**config.mk**
```make
export PLATFORM = sky130hd
export DESIGN_NAME = crc32_keyed_word_cipher_flat
export DESIGN_NICKNAME = d
export VERILOG_FILES = /design/src/design/crck_pkg.sv /design/src/design/crck_channels.sv /design/src/design/crc32_keyed_word_cipher.sv /design/src/flat_wrapper.sv
export SDC_FILE = /design/constraint.sdc
export NUM_CORES = 1
export LEC_CHECK = 0
export ABC_CLOCK_PERIOD_IN_PS = 4300
export BUFFER_PORTS_ARGS = -buffer_cell sky130_fd_sc_hd__buf_4
export CORE_MARGIN = 4
export CORE_UTILIZATION = 30
export DETAILED_ROUTE_END_ITERATION = 16
export HOLD_SLACK_MARGIN = 0.05
export PLACE_DENSITY_LB_ADDON = 0.3
export SYNTH_ARGS = -nofsm -noshare
export SYNTH_HDL_FRONTEND = slang
export SYNTH_SLANG_ARGS = --single-unit
```
**constraint.sdc**
```tcl
create_clock -name clock -period 4.3 [get_ports clock]
set_clock_uncertainty 0.1 [all_clocks]
set_input_delay 0.645 -clock clock [delete_from_list [all_inputs] [get_ports clock]]
set_output_delay 0.645 -clock clock [all_outputs]
set_load 0.02 [all_outputs]
```
**src/design/crck_pkg.sv**
```systemverilog
`default_nettype none
// ----------------------------------------------------------------------------
// crck_pkg
// Shared widths, register indexes and CRC-32 fold matrices for the keyed
// CRC-32 word cipher.
// ----------------------------------------------------------------------------
package crck_pkg;

   localparam int unsigned WORD_W  = 32;
   localparam int unsigned COUNT_W = 3;
   localparam int unsigned CSR_IDX_W = 2;

   localparam logic [WORD_W-1:0] CRC_POLY_REFLECTED = 32'hEDB8_8320;
   localparam logic [WORD_W-1:0] KEY_MASK_RESET     = 32'h4502_7602;
   localparam logic [WORD_W-1:0] CRC_SEED_RESET     = 32'h0000_0000;
   localparam logic [7:0]        BYTE_MASK          = 8'hFF;

   // configuration register indexes
   localparam logic [CSR_IDX_W-1:0] CSR_CIPHER_MODE = 2'd0;
   localparam logic [CSR_IDX_W-1:0] CSR_CRC_SEED    = 2'd1;
   localparam logic [CSR_IDX_W-1:0] CSR_KEY_MASK    = 2'd2;

   localparam logic CIPHER_ENCRYPT = 1'b0;
   localparam logic CIPHER_DECRYPT = 1'b1;

   // byte counts of a tail transaction
   localparam logic [COUNT_W-1:0] COUNT_NONE  = 3'd0;
   localparam logic [COUNT_W-1:0] COUNT_ONE   = 3'd1;
   localparam logic [COUNT_W-1:0] COUNT_TWO   = 3'd2;
   localparam logic [COUNT_W-1:0] COUNT_THREE = 3'd3;

   typedef logic [WORD_W-1:0] col_array_type [WORD_W];

   // Column i is the register after nbits reflected shifts starting from bit i
   // alone; the whole fold is the XOR of the columns of the set bits.
   function automatic col_array_type fold_columns(int unsigned nbits);
      col_array_type cols;
      logic [WORD_W-1:0] r;
      for (int unsigned i = 0; i < WORD_W; i++) begin
         r = {{(WORD_W-1){1'b0}}, 1'b1} << i;
         for (int unsigned k = 0; k < nbits; k++) begin
            r = (r >> 1) ^ (r[0] ? CRC_POLY_REFLECTED : '0);
         end
         cols[i] = r;
      end
      return cols;
   endfunction

   localparam col_array_type FOLD8_COLS  = fold_columns(8);
   localparam col_array_type FOLD16_COLS = fold_columns(16);
   localparam col_array_type FOLD24_COLS = fold_columns(24);
   localparam col_array_type FOLD32_COLS = fold_columns(32);

   function automatic logic [WORD_W-1:0] apply_fold(col_array_type cols,
                                                    logic [WORD_W-1:0] v);
      logic [WORD_W-1:0] acc;
      acc = '0;
      for (int unsigned i = 0; i < WORD_W; i++) begin
         acc = acc ^ (v[i] ? cols[i] : '0);
      end
      return acc;
   endfunction

endpackage
`default_nettype wire

```
**src/design/crck_channels.sv**
```systemverilog
`default_nettype none
// ----------------------------------------------------------------------------
// crck channels
// Valid/ready channel interfaces for request and response transactions.
// ----------------------------------------------------------------------------
interface crck_req_if;
   import crck_pkg::*;

   logic               valid;
   logic               ready;
   logic [WORD_W-1:0]  data_word;
   logic [COUNT_W-1:0] byte_count;
   logic               first_word;
   logic               last_word;

   modport source (output valid, data_word, byte_count, first_word, last_word,
                   input ready);
   modport sink   (input valid, data_word, byte_count, first_word, last_word,
                   output ready);
endinterface

interface crck_rsp_if;
   import crck_pkg::*;

   logic              valid;
   logic              ready;
   logic [WORD_W-1:0] out_word;
   logic [WORD_W-1:0] crc_value;
   logic              end_of_buffer;

   modport source (output valid, out_word, crc_value, end_of_buffer,
                   input ready);
   modport sink   (input valid, out_word, crc_value, end_of_buffer,
                   output ready);
endinterface
`default_nettype wire

```
**src/design/crc32_keyed_word_cipher.sv**
```systemverilog
`default_nettype none
// ----------------------------------------------------------------------------
// crc32_keyed_word_cipher
// Running reflected CRC-32 over little-endian words, with full words ciphered
// by the keystream (CRC register XOR key mask).
// ----------------------------------------------------------------------------
//  channel      direction  content
//  req_channel  in         data_word, byte_count, first_word, last_word
//  rsp_channel  out        out_word, crc_value, end_of_buffer
//  csr_*        in         write enable, index, 32-bit data
//
// One transaction per cycle sustained unless stalled; input register, then
// fold matrix and keystream into the result register. The CRC register is
// updated as the result is loaded, so back-to-back items chain directly.
// Reset is synchronous: CRC register to all ones, configuration to defaults.
// A stalled response holds both stages; input is taken while a stage is free.
// ----------------------------------------------------------------------------
module crc32_keyed_word_cipher (
   input  wire                        clock,
   input  wire                        reset,
   crck_req_if.sink                   req_channel,
   crck_rsp_if.source                 rsp_channel,
   input  wire                        csr_write_enable,
   input  wire [crck_pkg::CSR_IDX_W-1:0] csr_index,
   input  wire [crck_pkg::WORD_W-1:0] csr_data
);
   import crck_pkg::*;

   logic              cipher_mode_ff;
   logic [WORD_W-1:0] crc_seed_ff;
   logic [WORD_W-1:0] key_mask_ff;
   logic [WORD_W-1:0] crc_ff, crc_in;

   logic               s1_valid_ff;
   logic [WORD_W-1:0]  s1_word_ff;
   logic [COUNT_W-1:0] s1_count_ff;
   logic               s1_first_ff;
   logic               s1_last_ff;

   logic              rsp_valid_ff;
   logic [WORD_W-1:0] out_word_ff, out_word_in;
   logic [WORD_W-1:0] crc_value_ff;
   logic              eob_ff;

   logic              advance;
   logic              take;
   logic [WORD_W-1:0] crc_start;
   logic [WORD_W-1:0] keystream;
   logic [WORD_W-1:0] plain;
   logic [WORD_W-1:0] tail_word;

   assign advance = !rsp_valid_ff || rsp_channel.ready;
   assign req_channel.ready = !s1_valid_ff || advance;
   assign take = req_channel.valid && req_channel.ready;

   assign rsp_channel.valid         = rsp_valid_ff;
   assign rsp_channel.out_word      = out_word_ff;
   assign rsp_channel.crc_value     = crc_value_ff;
   assign rsp_channel.end_of_buffer = eob_ff;

   always_comb begin
      crc_start = s1_first_ff ? ~crc_seed_ff : crc_ff;
      keystream = crc_start ^ key_mask_ff;
      plain     = (cipher_mode_ff == CIPHER_DECRYPT) ? (s1_word_ff ^ keystream)
                                                     : s1_word_ff;
      tail_word = '0;
      crc_in    = crc_start;
      case (s1_count_ff)
         COUNT_NONE: begin
            tail_word = '0;
            crc_in    = crc_start;
         end
         COUNT_ONE: begin
            tail_word = {24'd0, s1_word_ff[7:0]};
            crc_in    = apply_fold(FOLD8_COLS, crc_start ^ tail_word);
         end
         COUNT_TWO: begin
            tail_word = {16'd0, s1_word_ff[15:0]};
            crc_in    = apply_fold(FOLD16_COLS, crc_start ^ tail_word);
         end
         COUNT_THREE: begin
            tail_word = {8'd0, s1_word_ff[23:0]};
            crc_in    = apply_fold(FOLD24_COLS, crc_start ^ tail_word);
         end
         default: begin
            // four or more counts as a full ciphered word
            tail_word = '0;
            crc_in    = apply_fold(FOLD32_COLS, crc_start ^ plain);
         end
      endcase
      // ciphertext = plaintext ^ keystream in either direction
      out_word_in = s1_count_ff[2] ? (s1_word_ff ^ keystream) : tail_word;
   end

   always_ff @(posedge clock) begin
      if (reset) begin
         cipher_mode_ff <= CIPHER_ENCRYPT;
         crc_seed_ff    <= CRC_SEED_RESET;
         key_mask_ff    <= KEY_MASK_RESET;
      end else if (csr_write_enable) begin
         unique case (csr_index)
            CSR_CIPHER_MODE: cipher_mode_ff <= csr_data[0];
            CSR_CRC_SEED:    crc_seed_ff    <= csr_data;
            CSR_KEY_MASK:    key_mask_ff    <= csr_data;
            default: ;
         endcase
      end
   end

   always_ff @(posedge clock) begin
      if (reset) begin
         s1_valid_ff  <= 1'b0;
         rsp_valid_ff <= 1'b0;
         crc_ff       <= {WORD_W{1'b1}};
      end else begin
         if (req_channel.ready) begin
            s1_valid_ff <= take;
         end
         if (advance) begin
            rsp_valid_ff <= s1_valid_ff;
            if (s1_valid_ff) begin
               crc_ff <= crc_in;
            end
         end
      end
   end

   always_ff @(posedge clock) begin
      if (take) begin
         s1_word_ff  <= req_channel.data_word;
         s1_count_ff <= req_channel.byte_count;
         s1_first_ff <= req_channel.first_word;
         s1_last_ff  <= req_channel.last_word;
      end
      if (advance && s1_valid_ff) begin
         out_word_ff  <= out_word_in;
         crc_value_ff <= ~crc_in;
         eob_ff       <= s1_last_ff;
      end
   end

endmodule
`default_nettype wire
```
**src/flat_wrapper.sv**
```systemverilog
// flat-port wrapper written by rule: the top's interface ports become plain ports
module crc32_keyed_word_cipher_flat import crck_pkg::*;
  (clock, reset, csr_write_enable, csr_index, csr_data, req_channel_valid, req_channel_data_word, req_channel_byte_count, req_channel_first_word, req_channel_last_word, req_channel_ready, rsp_channel_valid, rsp_channel_out_word, rsp_channel_crc_value, rsp_channel_end_of_buffer, rsp_channel_ready);
  crck_req_if req_channel_i ();
  crck_rsp_if rsp_channel_i ();
  input  wire clock;
  input  wire reset;
  input  wire csr_write_enable;
  input  wire [crck_pkg::CSR_IDX_W-1:0] csr_index;
  input  wire [crck_pkg::WORD_W-1:0] csr_data;
  input wire logic [$bits(req_channel_i.valid)-1:0] req_channel_valid;
  input wire logic [$bits(req_channel_i.data_word)-1:0] req_channel_data_word;
  input wire logic [$bits(req_channel_i.byte_count)-1:0] req_channel_byte_count;
  input wire logic [$bits(req_channel_i.first_word)-1:0] req_channel_first_word;
  input wire logic [$bits(req_channel_i.last_word)-1:0] req_channel_last_word;
  output wire logic [$bits(req_channel_i.ready)-1:0] req_channel_ready;
  output wire logic [$bits(rsp_channel_i.valid)-1:0] rsp_channel_valid;
  output wire logic [$bits(rsp_channel_i.out_word)-1:0] rsp_channel_out_word;
  output wire logic [$bits(rsp_channel_i.crc_value)-1:0] rsp_channel_crc_value;
  output wire logic [$bits(rsp_channel_i.end_of_buffer)-1:0] rsp_channel_end_of_buffer;
  input wire logic [$bits(rsp_channel_i.ready)-1:0] rsp_channel_ready;
  assign req_channel_i.valid = req_channel_valid;
  assign req_channel_i.data_word = req_channel_data_word;
  assign req_channel_i.byte_count = req_channel_byte_count;
  assign req_channel_i.first_word = req_channel_first_word;
  assign req_channel_i.last_word = req_channel_last_word;
  assign req_channel_ready = req_channel_i.ready;
  assign rsp_channel_valid = rsp_channel_i.valid;
  assign rsp_channel_out_word = rsp_channel_i.out_word;
  assign rsp_channel_crc_value = rsp_channel_i.crc_value;
  assign rsp_channel_end_of_buffer = rsp_channel_i.end_of_buffer;
  assign rsp_channel_i.ready = rsp_channel_ready;
  crc32_keyed_word_cipher u_core (.clock(clock), .reset(reset), .req_channel(req_channel_i), .rsp_channel(rsp_channel_i), .csr_write_enable(csr_write_enable), .csr_index(csr_index), .csr_data(csr_data));
endmodule
```
After elaboration in Yosys (flattened, before gate mapping). Cells that the tools add are included.

Flip-flop bits (word level): 201. Output and inout port bits: 67. Logic and storage cells: 295.

Equality and inequality tests: 5. Multiplexer cells: 133. Bitwise logic cells: 132. Reduce and logical (&&, ||, !) cells: 12.

Operators by type and width (count): XOR 32 bit (127); 2-to-1 mux 32 bit (29); 2-to-1 mux 31 bit (17); 2-to-1 mux 30 bit (12); 2-to-1 mux 29 bit (9); 2-to-1 mux 28 bit (6); 2-to-1 mux 27 bit (6); case mux 32 bit (4 select lines) (1); case mux 24 bit (3 select lines) (1); inverter 32 bit (2); 2-to-1 mux 26 bit (2); 2-to-1 mux 25 bit (2); 2-to-1 mux 16 bit (2); XOR 32 x 16 -> 32 bit (1); XOR 32 x 24 -> 32 bit (1); XOR 32 x 8 -> 32 bit (1); 2-to-1 mux 15 bit (2); 2-to-1 mux 14 bit (2); 2-to-1 mux 13 bit (2); 2-to-1 mux 12 bit (2); 2-to-1 mux 24 bit (1); 2-to-1 mux 8 bit (3); 2-to-1 mux 23 bit (1); 2-to-1 mux 11 bit (2); 25 further kinds (48).

Depth between registers and ports, before layout.
Depth after elaboration: 40. Mapped depth: 13. Mapped depth without buffers: 9.

Least setup slack after synthesis. No wires, ideal clock.

Path kind: input -> register. Start: in rsp_channel_ready. End: reg u_core.crc_value_ff[0] (netlist: u_core.rsp_channel.crc_value[0]), enable pin. Setup time: 455 ps. Arrival time: 3125 ps. Data required time: 3745 ps. Path slack: 620 ps. Cell stages on the path: 5. Buffers on the path: 2. Cell sequence: nor2b_1 > nand2b_1 > clkbuf_1 > inv_1 > clkbuf_1.

Word-level cells in the longest chain between the ends: 2.

Ends and longest elaborated chain: from (decl) (RTL line flat_wrapper.sv:21) `input wire logic [$bits(rsp_channel_i.ready)-1:0] rsp_channel_ready;`; logical OR 1 bit (RTL line crc32_keyed_word_cipher.sv:52) `assign advance = !rsp_valid_ff || rsp_channel.ready;`; logical AND 1 bit (RTL line crc32_keyed_word_cipher.sv:135) `if (advance && s1_valid_ff) begin`; to (signal assigned) (RTL line crc32_keyed_word_cipher.sv:137) `crc_value_ff <= ~crc_in;`; to (decl) (RTL line crc32_keyed_word_cipher.sv:42) `logic [WORD_W-1:0] crc_value_ff;`.

Every way passes these cells. A chain may end at the register's enable or synchronous reset.

Worst setup path after layout.
Start: reg u_core.s1_first_ff. End: reg u_core.crc_value_ff[8] (netlist: u_core.rsp_channel.crc_value[8]) (data pin).

Word-level cells in the longest chain between the ends: 39. Elaborated cells on any way between the ends: 167. Classes of those cells: mux: 38; bitwise: 129.

Ends and longest elaborated chain: from (decl) (RTL line crc32_keyed_word_cipher.sv:37) `logic s1_first_ff;`; from (signal assigned) (RTL line crc32_keyed_word_cipher.sv:132) `s1_first_ff <= req_channel.first_word;`; 2-to-1 mux 32 bit * (RTL line crc32_keyed_word_cipher.sv:62) `crc_start = s1_first_ff ? ~crc_seed_ff : crc_ff;`; XOR 32 bit (RTL line crc32_keyed_word_cipher.sv:63) `keystream = crc_start ^ key_mask_ff;`; XOR 32 bit (RTL line crc32_keyed_word_cipher.sv:64) `plain = (cipher_mode_ff == CIPHER_DECRYPT) ? (s1_word_ff ^ keystream)`; 2-to-1 mux 32 bit (RTL line crc32_keyed_word_cipher.sv:64); XOR 32 bit (RTL line crc32_keyed_word_cipher.sv:88) `crc_in = apply_fold(FOLD32_COLS, crc_start ^ plain);`; 2-to-1 mux 32 bit (RTL line crck_pkg.sv:59) `acc = acc ^ (v[i] ? cols[i] : '0);`; XOR 32 bit (31 in a row) (RTL line crck_pkg.sv:59); case mux 32 bit (4 select lines) * (RTL line crc32_keyed_word_cipher.sv:68) `case (s1_count_ff)`; inverter 32 bit * (RTL line crc32_keyed_word_cipher.sv:137).

Every way passes the cells marked *; elsewhere a longest branch is shown, timed or not.

==> summary.md <==
| Metric | Value |
|---|---|
| Critical Path End | `u_core.rsp_channel.crc_value[8]` |
| WP buf/inv | `4` |
| Layout area overhead | `19.7%` |
| Fmax | `245 MHz` |
| Share of cells above drive strength 1 | `0.244` |
| RR Startpoint | `u_core.s1_first_ff` |
| Clock Tree Root | `clkbuf_16` |
| CP max FO | `57` |
| TritonCTS clock tree | `yes` |
| Largest net degree at the start of global routing | `64` |
| GPL Wtd Cong | `a little over 1` |
| Reg2reg path depth | `12` |
| Post-layout nets | `around 1900` |
| Multi-input gate area | `11700 um^2` |
| Dpl cell area | `19700 um^2` |
| Worst setup margin | `0.221 ns` |
| Core ar. | `56500 um^2` |
| Via count | `roughly 13000` |
| Antenna cells | `0` |
| Number of cells on the critical path | `12` |
| CTS Hold Bufs | `0` |
| Yosys top cell area share | `0.178` |
| Worst path max stage delay | `approximately 0.62 ns` |
| Main synth FF type | `edfxtp_1` |
| Hpwl dp | `57400 um` |
| Outcome | `finished, final reports clean` |
| Delay-heaviest family, CP | `XOR/XNOR gates` |
| Routed WL per cell | `27.4 um` |
| Clock period minus worst slack | `4.08 ns` |
| Hold Vio Cnt, Final | `0` |
| TritonCTS Buffers | `25` |
| Iteration count of the initial detailed-routing pass | `6` |
| Area leader, netlist | `edfxtp_1` |
| Top post-synthesis cells by area | `edfxtp_1 18%, xnor2_1 16%, dfxtp_1 12%` |
| Crit path from | `u_core.s1_first_ff` |
| Power Dens Cells | `665 nW/um^2` |
| Total I/O pin count | `143` |
| Worst Tran Pin Value | `1.05 ns` |
| Crit Reg-Reg Endpoint | `u_core.rsp_channel.crc_value[8]` |
| Most common cell in the netlist | `xnor2_1` |
| Final setup viols | `0` |
| Synth Area per Inst | `about 11 um^2` |
| DIE AREA | `between 60000 and 70000 um^2` |
| Critical path startpoint category | `register` |
| Worst Setup Path Type | `register to register` |
| Grt ovf | `0` |
| H-tree Lvls | `1` |
| Fin. max-slew vios | `0` |
| Seq/Total Area, Yosys | `0.294` |
| DRT Wirelength | `71000 um` |
| RSZ-0062 raised after global routing | `no` |
| Ys async rst share | `0` |
| Iter 0 DRT Violations | `1188` |
| Synthesized cell area | `17200 um^2` |
| Post-synth EDFFs | `102` |
| Post-route design area | `20600 um^2` |
| Initial antenna violation count | `6` |
| Latest clock arrival within the worst-skew pair | `0.57 ns` |
| Pleak | `8.11 nW` |
| Yosys Warn Count | `0` |
| Top cells by count, synth | `322 x xnor2_1, 198 x nand2_1, 125 x xor2_1` |
| Worst Path Required | `4.46 ns` |
| #FFs+latches synth | `201` |
| # rows | `87` |
| Reg clk slew, reported paths | `~0.070 ns` |
| Slew margin rel. | `0.297` |
| Port bufs | `142` |
| Die width | `~250 um` |
| Fillers | `5691` |
| Fin Setup TNS | `0 ns` |
| Clock Path Buffers | `3` |
| Final ANT Viol Nets | `0` |
| Critical Path End Type | `register` |
| Post-place setup slack | `0.136 ns` |
| Avg Vias per Cell | `approximately 5.0` |
| GRT Total Usage | `0.229` |
| Fin crit share | `0.949` |
| Max-cap violations | `0` |
| Cells after Synth | `~1600` |
| Max VDD drop | `between 0.3 and 0.4 mV` |
| Height of the die | `~250 um` |
| R2r setup slk | `0.22 ns` |
| # clock sinks | `between 200 and 250` |
| Starting density of the core | `0.304` |
| Hold Crit Class | `primary input to register` |
| Netlist cell types | `67` |
| Number of global-route vias before repair | `13143` |
| Crit path top cell by count | `buf_4` |
| Post-Syn Nets | `1693` |
| First-pass GRT wire length | `100000 um` |
| Worst path slowest cell | `mux2i_1` |
| WP data arrival | `4.24 ns` |
| FF/Latch Area | `~5000 um^2` |
| Crit-path cells | `buf_12 -> buf_4 -> and2b_4 -> or2_2 -> xor2_4 -> buf_4 -> xnor2_4 -> xor2_1 -> xnor2_1 -> o221ai_1 -> buf_4 -> mux2i_1` |
| Number of remaining DRC errors | `0` |
per-stage QoR:
stage	power [mW]	cells	hold WS (ns)	utilization
6_report	13.7	2594	0.143	0.364
4_1_cts	13.6	2594	0.120	0.364
3_5_place_dp	11.4	2548	0.310	0.349
3_3_place_gp	11.5	2548	0.301	0.349
5_1_grt	14.2	2594	0.123	0.364
2_1_floorplan	8.53	1617	0.300	-
where the power goes:
| group | switching (mW) | leakage, nW | internal (mW) |
|---|---|---|---|
| Clock | 0.941 | 0.403 | 1.22 |
| Combinational | 4.76 | 5.92 | 4.16 |
| Sequential | 0.233 | 1.79 | 2.35 |
| Total | 5.94 | 8.11 | 7.74 |
repair_timing:
action | CTS | global route
endpoints found under the setup margin | 0 | 3
endpoints found under the hold margin | 0 | 0
setup buffers | 0 | 0
gates resized for setup | 0 | 2
logic make-up after synthesis:
family,synth area share
compound gates,0.113
xor+xnor,0.438
buf+inv,0.0286
flops,0.294
mux,0.00597
simple gates,0.121
area by class of cell:
| class | count | share of cell area |
|---|---|---|
| clock inverters | 19 | 0.00919 |
| multi-input cells | 1318 | 0.567 |
| repair buffers | 267 | 0.0993 |
| clock buffers | 27 | 0.0313 |
| well taps | 756 | 0.0460 |
| flip-flops and latches | 201 | 0.246 |
| inverters | 6 | 0.00116 |
sequential cells by signal (all words and copies together), names as in the netlist:
name,count
u_core.cipher_mode_ff,1
u_core.crc_ff,32
u_core.crc_seed_ff,32
u_core.key_mask_ff,32
u_core.rsp_channel.crc_value,32
u_core.rsp_channel.end_of_buffer,1
u_core.rsp_channel.out_word,32
u_core.rsp_channel.valid,1
u_core.s1_count_ff,3
u_core.s1_first_ff,1
u_core.s1_last_ff,1
u_core.s1_valid_ff,1
u_core.s1_word_ff,32
worst min path at each step:
stage / startpoint / end / slack (ns) / cells past startpoint
6_report: req_channel_data_word[18] / u_core.s1_word_ff[18] / 0.14 / 1
5_1_grt: req_channel_data_word[18] / u_core.s1_word_ff[18] / 0.12 / 1
4_1_cts: req_channel_data_word[18] / u_core.s1_word_ff[18] / 0.12 / 1
3_5_place_dp: u_core.s1_last_ff / u_core.rsp_channel.end_of_buffer / 0.31 / 0
3_3_place_gp: u_core.s1_last_ff / u_core.rsp_channel.end_of_buffer / 0.30 / 0
2_1_floorplan: u_core.s1_last_ff / u_core.rsp_channel.end_of_buffer / 0.30 / 0
cells in the final DEF, fill, tap and decap left out, drive strengths merged, types with 7 or more instances in the layout:
master,count
xnor3,73
buf,267
inv,9
o31ai,35
clkinv,11
and2b,15
a21oi,101
o21ai,66
nor3,17
nor2,59
xor2,156
mux2i,8
xnor2,369
nand2,198
a211oi,9
xor3,17
clkbuf,27
edfxtp,102
nand2b,37
and2,7
a221oi,11
o22ai,13
nor2b,48
or2,16
nand3b,12
dfxtp,99
layer usage:
layer / track usage / wire [um]
met1: 0.320 / 31100
met2: 0.363 / 32100
met3: 0.0323 / 5150
met4: 0.0757 / 2610
met5: 0 / 0
Note: power is estimated with default switching activity, not from simulation.
